**src/uml_pkg.sv**
```systemverilog
// ----------------------------------------------------------------------------
// uml_pkg
// shared types and constants of the serial memory loader
// ----------------------------------------------------------------------------
package uml_pkg;

    // reply codes and masks
    localparam logic [31:0] C_ADDR_MASK  = 32'hF000_0000;
    localparam logic [31:0] C_LEN_FLAG   = 32'h4000_0000;
    localparam logic [31:0] C_LEN_MASK   = 32'h0FFF_FFFF;
    localparam logic [31:0] C_BAD_ADDR   = 32'hFFFF_FFF8;
    localparam logic [31:0] C_BAD_LEN    = 32'hFFFF_FFF4;
    localparam logic [31:0] C_LOAD_DONE  = 32'hFFFF_FFFF;
    localparam logic [31:0] C_PTR_RESET  = 32'h8000_0000;
    localparam logic [31:0] C_ADDR_STEP  = 32'd4;

    localparam int C_COUNT_W = 26;

    // result kinds
    localparam logic C_KIND_REPLY = 1'b0;
    localparam logic C_KIND_WRITE = 1'b1;

    // command from the front part to the back part
    typedef enum logic [1:0] {
        OP_REPLY1,     // one reply, word in a
        OP_REPLY3,     // three replies a, b, c
        OP_WRITE,      // memory write, address a, data b
        OP_WRITE_END   // memory write then done reply
    } t_op;

    typedef struct packed {
        t_op         op;
        logic [31:0] a;
        logic [31:0] b;
        logic [31:0] c;
    } t_cmd;

endpackage

```
**src/uml_front.sv**
```systemverilog
// ----------------------------------------------------------------------------
// uml_front
// packs bytes into words, tracks the load phase and issues commands
// ----------------------------------------------------------------------------
module uml_front (
    input  logic          i_clk,
    input  logic          i_rst_n,
    input  logic          i_accept,
    input  logic [7:0]    i_rx_byte,
    output logic          o_push,
    output uml_pkg::t_cmd o_cmd
);
    import uml_pkg::*;

    typedef enum logic [1:0] {
        PH_ADDR,
        PH_LEN,
        PH_LOAD
    } t_phase;

    logic [1:0]           r_bytes_held, n_bytes_held;
    logic [23:0]          r_partial,    n_partial;
    t_phase               r_phase,      n_phase;
    logic [31:0]          r_wp,         n_wp;
    logic [C_COUNT_W-1:0] r_wl,         n_wl;
    logic                 r_push,       n_push;
    t_cmd                 r_cmd,        n_cmd;

    logic [31:0]          w_word;
    logic [31:0]          w_len;
    logic [C_COUNT_W-1:0] w_wl_dec;

    assign w_word   = {r_partial, i_rx_byte};
    assign w_len    = w_word & C_LEN_MASK;
    assign w_wl_dec = r_wl - C_COUNT_W'(1);

    always_comb begin
        n_bytes_held = r_bytes_held;
        n_partial    = r_partial;
        n_phase      = r_phase;
        n_wp         = r_wp;
        n_wl         = r_wl;
        n_push       = 1'b0;
        n_cmd        = r_cmd;
        if (i_accept) begin
            if (r_bytes_held != 2'd3) begin
                n_partial    = {r_partial[15:0], i_rx_byte};
                n_bytes_held = r_bytes_held + 2'd1;
            end else begin
                n_partial    = '0;
                n_bytes_held = '0;
                unique case (r_phase)
                    PH_ADDR: begin
                        if ((w_word & C_ADDR_MASK) != '0) begin
                            n_wp    = w_word;
                            n_phase = PH_LEN;
                        end else begin
                            n_push  = 1'b1;
                            n_cmd   = '{op: OP_REPLY1, a: C_BAD_ADDR, b: '0, c: '0};
                        end
                    end
                    PH_LEN: begin
                        n_push = 1'b1;
                        if ((w_word & C_LEN_FLAG) != '0) begin
                            n_wl    = w_len[C_COUNT_W+1:2];
                            n_phase = PH_LOAD;
                            n_cmd   = '{op: OP_REPLY3, a: w_len + r_wp, b: r_wp,
                                        c: 32'(w_len[C_COUNT_W+1:2])};
                        end else begin
                            n_phase = PH_ADDR;
                            n_cmd   = '{op: OP_REPLY3, a: C_BAD_LEN, b: r_wp,
                                        c: 32'(r_wl)};
                        end
                    end
                    PH_LOAD: begin
                        n_push = 1'b1;
                        if (r_wl == '0) begin
                            // zero count ends the load at once
                            n_phase = PH_ADDR;
                            n_cmd   = '{op: OP_REPLY1, a: C_LOAD_DONE, b: '0, c: '0};
                        end else begin
                            n_wp  = r_wp + C_ADDR_STEP;
                            n_wl  = w_wl_dec;
                            n_cmd = '{op: OP_WRITE, a: r_wp, b: w_word, c: '0};
                            if (w_wl_dec == '0) begin
                                n_phase  = PH_ADDR;
                                n_cmd.op = OP_WRITE_END;
                            end
                        end
                    end
                    default: begin
                        n_phase = PH_ADDR;
                    end
                endcase
            end
        end
    end

    always_ff @(posedge i_clk) begin
        if (!i_rst_n) begin
            r_bytes_held <= '0;
            r_partial    <= '0;
            r_phase      <= PH_ADDR;
            r_wp         <= C_PTR_RESET;
            r_wl         <= '0;
            r_push       <= 1'b0;
        end else begin
            r_bytes_held <= n_bytes_held;
            r_partial    <= n_partial;
            r_phase      <= n_phase;
            r_wp         <= n_wp;
            r_wl         <= n_wl;
            r_push       <= n_push;
        end
        r_cmd <= n_cmd;
    end

    assign o_push = r_push;
    assign o_cmd  = r_cmd;

endmodule

```
**src/uml_fifo.sv**
```systemverilog
// ----------------------------------------------------------------------------
// uml_fifo
// short command queue between the front and back parts
// ----------------------------------------------------------------------------
module uml_fifo #(
    parameter int P_DEPTH = 4
) (
    input  logic          i_clk,
    input  logic          i_rst_n,
    input  logic          i_push,
    input  uml_pkg::t_cmd i_cmd,
    input  logic          i_pop,
    output logic          o_empty,
    output logic          o_full,
    output uml_pkg::t_cmd o_cmd
);
    import uml_pkg::*;

    localparam int PW = $clog2(P_DEPTH);
    localparam int CW = $clog2(P_DEPTH + 1);

    t_cmd          r_mem [P_DEPTH];
    logic [PW-1:0] r_wr_ptr, n_wr_ptr;
    logic [PW-1:0] r_rd_ptr, n_rd_ptr;
    logic [CW-1:0] r_count,  n_count;

    always_comb begin
        n_wr_ptr = r_wr_ptr;
        n_rd_ptr = r_rd_ptr;
        n_count  = r_count;
        if (i_push) begin
            n_wr_ptr = (r_wr_ptr == PW'(P_DEPTH - 1)) ? '0 : r_wr_ptr + PW'(1);
        end
        if (i_pop) begin
            n_rd_ptr = (r_rd_ptr == PW'(P_DEPTH - 1)) ? '0 : r_rd_ptr + PW'(1);
        end
        if (i_push && !i_pop) begin
            n_count = r_count + CW'(1);
        end else if (i_pop && !i_push) begin
            n_count = r_count - CW'(1);
        end
    end

    always_ff @(posedge i_clk) begin
        if (!i_rst_n) begin
            r_wr_ptr <= '0;
            r_rd_ptr <= '0;
            r_count  <= '0;
        end else begin
            r_wr_ptr <= n_wr_ptr;
            r_rd_ptr <= n_rd_ptr;
            r_count  <= n_count;
        end
        if (i_push) begin
            r_mem[r_wr_ptr] <= i_cmd;
        end
    end

    assign o_empty = (r_count == '0);
    assign o_full  = (r_count == CW'(P_DEPTH));
    assign o_cmd   = r_mem[r_rd_ptr];

    a_no_overflow: assert property (@(posedge i_clk) disable iff (!i_rst_n)
        i_push |-> (!o_full || i_pop))
        else $error("command queue overflow");

    a_no_underflow: assert property (@(posedge i_clk) disable iff (!i_rst_n)
        i_pop |-> !o_empty)
        else $error("command queue underflow");

    a_count_up: assert property (@(posedge i_clk) disable iff (!i_rst_n)
        (i_push && !i_pop) |=> (r_count == $past(r_count) + CW'(1)))
        else $error("command queue count lost a push");

endmodule

```
**src/uml_back.sv**
```systemverilog
// ----------------------------------------------------------------------------
// uml_back
// expands queued commands into result words through an output register
// ----------------------------------------------------------------------------
module uml_back (
    input  logic          i_clk,
    input  logic          i_rst_n,
    input  logic          i_empty,
    input  uml_pkg::t_cmd i_cmd,
    output logic          o_pop,
    input  logic          i_stall,
    output logic          o_valid,
    output logic          o_kind,
    output logic [31:0]   o_mem_address,
    output logic [31:0]   o_word,
    output logic          o_last
);
    import uml_pkg::*;

    logic [1:0]  r_idx, n_idx;
    logic        r_valid;
    logic        r_kind;
    logic [31:0] r_addr;
    logic [31:0] r_word;
    logic        r_last;

    logic        w_advance;
    logic        w_kind;
    logic [31:0] w_addr;
    logic [31:0] w_word;
    logic        w_last;

    assign w_advance = !r_valid || !i_stall;

    // result selected by the head command and the result index
    always_comb begin
        w_kind = C_KIND_REPLY;
        w_addr = '0;
        w_word = i_cmd.a;
        w_last = 1'b1;
        unique case (i_cmd.op)
            OP_REPLY1: begin
                w_word = i_cmd.a;
            end
            OP_REPLY3: begin
                w_last = (r_idx == 2'd2);
                priority case (r_idx)
                    2'd0:    w_word = i_cmd.a;
                    2'd1:    w_word = i_cmd.b;
                    default: w_word = i_cmd.c;
                endcase
            end
            OP_WRITE: begin
                w_kind = C_KIND_WRITE;
                w_addr = i_cmd.a;
                w_word = i_cmd.b;
            end
            OP_WRITE_END: begin
                if (r_idx == 2'd0) begin
                    w_kind = C_KIND_WRITE;
                    w_addr = i_cmd.a;
                    w_word = i_cmd.b;
                    w_last = 1'b0;
                end else begin
                    w_word = C_LOAD_DONE;
                end
            end
            default: begin
                w_word = i_cmd.a;
            end
        endcase
    end

    assign o_pop = w_advance && !i_empty && w_last;

    always_comb begin
        n_idx = r_idx;
        if (w_advance && !i_empty) begin
            n_idx = w_last ? 2'd0 : r_idx + 2'd1;
        end
    end

    always_ff @(posedge i_clk) begin
        if (!i_rst_n) begin
            r_idx   <= '0;
            r_valid <= 1'b0;
        end else begin
            r_idx <= n_idx;
            if (w_advance) begin
                r_valid <= !i_empty;
            end
        end
        if (w_advance) begin
            r_kind <= w_kind;
            r_addr <= w_addr;
            r_word <= w_word;
            r_last <= w_last;
        end
    end

    assign o_valid       = r_valid;
    assign o_kind        = r_kind;
    assign o_mem_address = r_addr;
    assign o_word        = r_word;
    assign o_last        = r_last;

endmodule

```
**src/uart_memory_loader_top.sv**
```systemverilog
// ----------------------------------------------------------------------------
// uart_memory_loader_top
// serial loader: packs received bytes into words, replies and writes memory
// ----------------------------------------------------------------------------
//  channel   direction  handshake           payload
//  input     in         i_valid / o_stall   i_rx_byte
//  output    out        o_valid / i_stall   o_kind, o_mem_address, o_word, o_last
//
//  a byte is taken in any cycle while the command queue has room; a byte
//  that completes a word passes the front's command register into the
//  queue, and its first result word waits in the back's output register
//  the back part sends one result word per cycle while i_stall is low, so
//  a completed word gives 0 to 3 result words (3 after a length word)
//  reset is synchronous, active low; it clears phase, counts, queue and valid
//  o_stall is high while the queue is full, or has one free slot with a
//  command still on its way in; a stalled output holds its word while the
//  front keeps taking bytes until the queue fills
// ----------------------------------------------------------------------------
module uart_memory_loader_top #(
    parameter int P_QUEUE_DEPTH = 4
) (
    input  logic        i_clk,
    input  logic        i_rst_n,
    input  logic        i_valid,
    output logic        o_stall,
    input  logic [7:0]  i_rx_byte,
    output logic        o_valid,
    input  logic        i_stall,
    output logic        o_kind,
    output logic [31:0] o_mem_address,
    output logic [31:0] o_word,
    output logic        o_last
);
    import uml_pkg::*;

    logic w_accept;
    logic w_push;
    logic w_pop;
    logic w_empty;
    logic w_full;
    logic w_q_full;
    t_cmd w_front_cmd;
    t_cmd w_head_cmd;

    // commands held in the queue
    logic [$clog2(P_QUEUE_DEPTH + 1)-1:0] r_used;

    // front stalls when the queue cannot take one more command
    assign o_stall  = w_full;
    assign w_accept = i_valid && !w_full;

    // byte packing, phase tracking and command issue
    uml_front u_front (
        .i_clk     (i_clk),
        .i_rst_n   (i_rst_n),
        .i_accept  (w_accept),
        .i_rx_byte (i_rx_byte),
        .o_push    (w_push),
        .o_cmd     (w_front_cmd)
    );

    // command queue; one slot is kept for the push already in flight
    uml_fifo #(
        .P_DEPTH (P_QUEUE_DEPTH)
    ) u_fifo (
        .i_clk   (i_clk),
        .i_rst_n (i_rst_n),
        .i_push  (w_push),
        .i_cmd   (w_front_cmd),
        .i_pop   (w_pop),
        .o_empty (w_empty),
        .o_full  (w_q_full),
        .o_cmd   (w_head_cmd)
    );

    // queue occupancy, kept here to see the registered push coming in
    always_ff @(posedge i_clk) begin
        if (!i_rst_n) begin
            r_used <= '0;
        end else if (w_push && !w_pop) begin
            r_used <= r_used + $bits(r_used)'(1);
        end else if (w_pop && !w_push) begin
            r_used <= r_used - $bits(r_used)'(1);
        end
    end

    // full, or last slot already claimed by the push in flight
    assign w_full = w_q_full ||
                    (w_push && (r_used == $bits(r_used)'(P_QUEUE_DEPTH - 1)));

    // result expansion and output register
    uml_back u_back (
        .i_clk         (i_clk),
        .i_rst_n       (i_rst_n),
        .i_empty       (w_empty),
        .i_cmd         (w_head_cmd),
        .o_pop         (w_pop),
        .i_stall       (i_stall),
        .o_valid       (o_valid),
        .o_kind        (o_kind),
        .o_mem_address (o_mem_address),
        .o_word        (o_word),
        .o_last        (o_last)
    );

endmodule
```
**config.mk**
```make
export PLATFORM = sky130hd
export DESIGN_NAME = uart_memory_loader_top
export DESIGN_NICKNAME = d
export VERILOG_FILES = /design/src/uml_pkg.sv /design/src/uml_front.sv /design/src/uml_fifo.sv /design/src/uml_back.sv /design/src/uart_memory_loader_top.sv
export SDC_FILE = /design/constraint.sdc
export NUM_CORES = 1
export LEC_CHECK = 0
export BUFFER_PORTS_ARGS = -buffer_cell sky130_fd_sc_hd__buf_2
export CORE_MARGIN = 8
export CORE_UTILIZATION = 65
export CTS_BUF_LIST = sky130_fd_sc_hd__clkbuf_2 sky130_fd_sc_hd__clkbuf_4 sky130_fd_sc_hd__clkbuf_8
export DETAILED_ROUTE_END_ITERATION = 12
export PLACE_DENSITY_LB_ADDON = 0.25
export SYNTH_ARGS = -nofsm -noshare
export SYNTH_HDL_FRONTEND = slang
export SYNTH_SLANG_ARGS = --single-unit
```
**constraint.sdc**
```tcl
create_clock -name i_clk -period 19.25 [get_ports i_clk]
set_clock_uncertainty 0.1 [all_clocks]
set_input_delay 0 -clock i_clk [delete_from_list [all_inputs] [get_ports i_clk]]
set_output_delay 0 -clock i_clk [all_outputs]
set_load 0.01 [all_outputs]
```
-- Word level (Yosys, flattened, before mapping)
Memories as Yosys holds them, arrays and structs flattened. A register that Yosys moved wholly into a read port is not among the register bits.
Index checks and enable logic that the tools add are counted.
Widths: inputs -> output; s select.
- register bits after elaboration: 264
- bits in latches: 0
- RAM bits: 392
- memory bits (read-only): 0
- input bits: 12
- output and inout port bits: 68
- memories: 1
- $add $sub $neg: 11
- multipliers: 0
- divide/modulo/power cells: 0
- $lt $le $gt $ge: 0
- equal/unequal tests: 17
- shift-type cells: 0
- muxes and demuxes: 40
- bitwise operators: 3
- reductions and logical operators: 31
- memory list (name ; depth ; width ; rd ports ; clocked after Yosys merged registers in ; write ports ; line ; RTL):
    u_fifo.r_mem ; 4 ; 98 ; 1 ; 1 ; 1 ; uml_fifo.sv:22 ; t_cmd r_mem [P_DEPTH];
- operator list (operator ; number):
    $pmux 98 s3 ; 1
    $mux 98 ; 2
    $pmux 32 s2 ; 3
    $mux 32 ; 4
    $pmux 32 s4 ; 1
    $mux 96 ; 1
    $logic_not 26->1 ; 2
    $mux 26 ; 2
    $pmux 26 s2 ; 1
    $add 28x32->32 ; 1
    $add 32x3->32 const B ; 1
    $reduce_bool 32->1 ; 1
    $sub 26x1->26 const B ; 1
    $mux 24 ; 1
    $mux 2 ; 10
    $eq 2x2->1 const B ; 6
    $mux 3 ; 4
    $reduce_and 5->1 ; 2
    $add 2x1->2 const B ; 4
    $reduce_and 4->1 ; 2
    $add 3x1->3 const B ; 2
    $eq 2x1->1 const B ; 3
    $logic_and 1x1->1 ; 6
    $logic_not 1->1 ; 6
    17 further kinds ; 35

-- Depth between registers and ports, before layout
- depth after elaboration: 7
- depth in mapped cells: 12

-- By module
A second synthesis with hierarchy kept.
- cell total of the unflattened synthesis: 2113
- area total of the unflattened synthesis: 29190.5 um2
- modules (own cells, without submodules) (module ; instances ; cells an instance ; area an instance (um2)):
    uml_fifo ; 1 ; 556 ; 14579.0
    uml_front ; 1 ; 1237 ; 10898.0
    uml_back ; 1 ; 301 ; 3533.4
    uart_memory_loader_top ; 1 ; 19 ; 180.2

-- Worst setup path after synthesis
No wires, ideal clock.
- path kind: reg-to-reg
- start: register u_front.r_push, in the netlist u_front.o_push
- end: register u_front.r_cmd (netlist bit u_front.o_cmd[0]), enable pin
- data arrival time: 10598 ps
- path slack: 7752 ps
- stages on the path, launching flop included: 6
- clock period less this slack: 11498 ps
- cell sequence: dfxtp_1 -> and4b_1 -> a21oi_1 -> nand2_1 -> clkbuf_1 -> nor4b_1
- longest elaborated chain between the ends: 5
- RTL lines (what ; line ; RTL):
    start, declared ; uml_front.sv:26 ; logic r_push, n_push;
    start signal, assigned ; uml_front.sv:113 ; r_push <= n_push;
    $logic_and 1x1->1 ; uart_memory_loader_top.sv:89 ; (w_push && (r_used == $bits(r_used)'(P_QUEUE_DEPTH - 1)));
    $logic_or 1x1->1 ; uart_memory_loader_top.sv:88 ; assign w_full = w_q_full ||
    $logic_not 1->1 ; uart_memory_loader_top.sv:50 ; assign w_accept = i_valid && !w_full;
    $logic_and 1x1->1 ; uart_memory_loader_top.sv:50 ;
    $reduce_and 4->1 (no source line) ; n/a ;
    end signal, assigned ; uml_front.sv:115 ; r_cmd <= n_cmd;
    end, declared ; uml_front.sv:27 ; t_cmd r_cmd, n_cmd;
Every way passes these cells.
A chain may end at the register's enable or synchronous reset.

==> results.md <==
Outcome:
- The flow ran to the end, and the final reports show no timing, DRC or antenna violations.

Die:
- In this run the count of I/O pins placed on the die edge is 80.
- The die width is approximately 220 um.
- The area of the core is around 0.042 sq mm.
- The die covers approximately 0.05 sq mm.
- The count of standard-cell rows is 75.
- The initial utilization of the core area, before any placement, comes to 0.660.
- The die height is ~220 um.

Synth:
- In this run, synthesis inferred ~530 flip-flops with an integrated enable.
- Of the synthesized area, sequential elements account for 0.645.
- After synthesis the cells add up to 0.0277 sq mm.
- Dividing the synthesized area by the synthesized cell count gives 13.9 sq um.
- In the synthesized netlist, the number of instances is approximately 2000.
- For this run, asynchronously set or reset flops after synthesis account for 0.
- The flip-flop and latch count after synthesis is between 600 and 700.
- Yosys printed 0 warnings.
- The number of different library cells used by synthesis comes to between 80 and 90.
- Among all flip-flop cells after synthesis, the most frequent one is edfxtp_1.
- The total nets after synthesis is between 2000 and 2500.

Timing:
- After layout, the worst setup slack is approximately 15 ns.
- The clock period could shrink to 4.39 ns.
- Hold is met by 0.185 ns.
- The accumulated negative setup slack is 0 ns.
- Setup violations remaining at the end of the flow were counted as 0.
- The transition time at the pin with the least slew margin is around 1.1 ns.
- Setup repair after global routing left no endpoint under its margin.
- The final hold violation count is 0.
- The final-report max-slew violation count was 0.
- The maximum achievable frequency is 228 MHz.
- Headroom to the max-slew limit came out at 0.246.
- The fraction of the cycle the final worst path needs is 0.228.

Routing:
- The number of DRC markers after the initial detailed-route iteration is about 2100.
- The sum of routed wire length over all layers is between 60 and 70 mm.
- Using the TritonRoute via totals, the vias-per-cell ratio works out to between 6 and 7.
- The post-detailed-route count of antenna-violating nets is 0.
- The total via count in the routed design is roughly 18000.
- The first-pass detailed-route iteration total is 6.
- The average routed wire per standard cell is 25.7 um.
- For this run, design rule violations remaining after detail routing come to 0.

Placed design:
- Before CTS, the worst setup slack after placement is 14.84 ns.
- The congestion estimate from routability-driven global placement came to 0.936.
- The count of buffers from port buffering is slightly below 80.
- The HPWL after detailed placement is approximately 44 mm.
- The cell area after placement is roughly 0.028 sq mm.

Power and ir drop:
- The ratio of total power to cell area is between 100 and 150 mW/mm^2.
- For this design the static power due to leakage is between 10 and 15 nW.
- IR analysis of the VDD net gives a maximum drop of 0.0000675 V.

Global route:
- The fraction of met3 tracks used by global routing is 0.0472.
- For met1 alone, demand over resource in global routing was 0.381.
- After global routing, the most crowded layer is met2.
- Entering global routing, the biggest net connects ~100 pins.
- For this run, the total global-route usage over all layers was measured as 0.274.
- The number of global-route vias before repair is approximately 18000.
- For met2 alone, demand over resource in global routing was 0.440.
- The initial antenna violation count is 0.
- The first global-routing pass estimated about 100 mm of wire.
- The aggregate global routing overflow is 0.

Setup path:
- In this run the critical register-to-register path is captured at u_fifo.r_count[2].
- The worst setup slack for register-to-register paths is 14.86 ns.
- The critical path is of the reg -> reg type.
- The required time of the critical path is 19.73 ns.
- The data arrival time at the worst-slack endpoint is 4.87 ns.
- The critical path endpoint category is a flip-flop.
- The worst setup path is launched from a flip-flop.
- Of all nets on the critical path, the largest fanout is 94.
- The count of cells along the worst register-to-register path is 11.

Cells and area:
- In the layout the commonest cells are edfxtp_1, nor2_1, a21oi_1, nand2_1.
- The synthesis-to-finish area growth is 10.3%.
- For this run, the share of the core covered by cells in the final layout is 0.727.
- The fraction of final layout cells with drive strength greater than 1 is 0.180.
- The most common library cell in the layout ignoring fill and taps is edfxtp_1.
- The total of fill cells in the finished design is around 2600.
- At the end of the flow, the number of nets in the layout was approximately 2100.
- The multi-input combinational cells in the finished layout cover a total of between 0.009 and 0.01 sq mm.
- The combined flip-flop and latch cell area is around 0.018 sq mm.
- The finished cells cover approximately 0.031 sq mm.

Clock network:
- CTS built an H-tree with a depth of 3.
- The maximum buffer depth of the clock tree is 3.
- The count of instances resized after the clock tree is built is 0.
- After clock tree synthesis, the clock-pin slew on the worst setup and hold paths is ~0.06 ns.
- The tree is rooted in a clkbuf_8.
- The total CTS buffers is 96.
- The clock drives around 630 sinks.
- TritonCTS built the clock tree.
- After clock tree synthesis, the setup repair step added 0 buffers.
- At the later pin of the worst-skew pair, clock insertion delay measures around 0.7 ns.

Flow run:
- The number of max-capacitance violations reported is 0.

Min path:
- In this run the most critical hold path is launched from i_rx_byte[0].
- The worst hold path belongs to the class in -> reg.
- The sink of the worst hold path is u_front.r_wp[0].
- Counting instances, the worst hold path has a depth of 4.
## per-stage QoR
| stage | std cells | power [mW] |
|---|---|---|
| final | 2697 | 3.23 |
| after global routing | 2696 | 3.34 |
| after CTS | 2696 | 3.24 |
| after detailed placement | 2505 | 2.15 |
| after global placement | 2505 | 2.14 |
| after floorplan | 1996 | 1.95 |
## power breakdown
| group | switching (mW) | total (mW) | internal, mW |
|---|---|---|---|
| registers | 0.0724 | 1.64 | 1.56 |
| clock network | 0.504 | 1.10 | 0.597 |
| logic | 0.283 | 0.488 | 0.205 |
## per-layer routing
metal,wire length [um],vias to the layer above
met3,7300,134
li1,-,7976
met5,0,-
met2,32700,1132
met1,27400,8989
met4,1860,0
## registers in the layout (all words and copies together), names as in the netlist, 2 cells and up, named ones only
| register | cells |
|---|---|
| u_front.r_partial | 24 |
| u_back.o_word | 32 |
| u_fifo.r_rd_ptr | 2 |
| u_fifo.r_wr_ptr | 2 |
| u_front.r_wp | 32 |
| u_front.r_bytes_held | 2 |
| u_front.o_cmd | 92 |
| u_front.r_wl | 26 |
| u_fifo.r_count | 3 |
| u_back.o_mem_address | 32 |
| u_back.r_idx | 2 |
| u_front.r_phase | 2 |
| r_used | 3 |
| u_fifo.r_mem | 368 |
## cell usage after synthesis (5+ instances only)
master,instances,area share
a211oi_1,7,0.0019
o211ai_1,8,0.0022
o21ai_1,32,0.0058
mux4_2,92,0.075
nand2b_1,6,0.0014
a21o_1,9,0.0024
a21boi_1,13,0.0035
nand4_1,8,0.0018
o221a_1,13,0.0053
nor4_1,11,0.0025
o21a_1,11,0.0030
o21ai_0,50,0.0090
buf_2,15,0.0027
or3_1,9,0.0020
nor2_1,150,0.020
o22ai_1,12,0.0027
and2_1,26,0.0059
edfxtp_1,526,0.57
a22o_1,28,0.0089
ha_1,46,0.021
inv_1,38,0.0052
a21oi_1,133,0.024
a221oi_1,27,0.0085
nand3_1,34,0.0061
and3_1,61,0.014
o21bai_1,5,0.0014
buf_1,17,0.0023
xnor2_1,21,0.0066
a22oi_1,41,0.011
nor2b_1,48,0.011
nand2_1,105,0.014
nor3_1,25,0.0045
dfxtp_1,102,0.074
a21boi_0,6,0.0016
xor2_1,10,0.0032
a31oi_1,20,0.0045
clkbuf_1,101,0.014
mux2i_1,37,0.013
a221o_1,15,0.0054
## critical path, stage by stage (launching register included)
cell	delay (ns)
dfxtp_4	0.97
mux4_2	0.59
buf_4	0.39
o21ai_0	0.34
nand2_1	0.17
nand2_1	0.23
ha_1	0.26
inv_1	0.11
fa_1	0.44
xor2_1	0.18
or3_1	0.30
a21boi_0	0.18
## final cells by class
cell class	instances	share of cell area
sequential	628	0.585
inverter	40	0.00492
multi-input combinational	1193	0.302
timing repair buffer	116	0.0230
clock inverter	41	0.00890
clock buffer	139	0.0545
tap	539	0.0221
antenna	1	0.0000820
## logic make-up after synthesis
family	after synthesis	synth area share
buf+inv	175	0.0247
simple gates	516	0.0946
compound gates	468	0.115
xor+xnor	31	0.00981
fa+ha+maj	49	0.0230
mux	129	0.0883
flops	628	0.645
## how the worst max path moves through the flow
stage	startpoint	endpoint
finish	flip-flop	u_fifo.r_count[2]
floorplan	u_front.o_push	u_front.o_cmd[0]
detailed placement	flip-flop	u_fifo.r_count[2]
global route	flip-flop	u_fifo.r_count[2]
global placement	flip-flop	u_fifo.r_count[2]
CTS	flip-flop	u_fifo.r_count[2]
## timing repair
item / 4_1_cts / 5_1_grt
hold buffers: 11 / 0
setup endpoints to repair: 0 / 0
endpoints found under the hold margin: 83 / 0
Power figures use the tool's default switching activity.
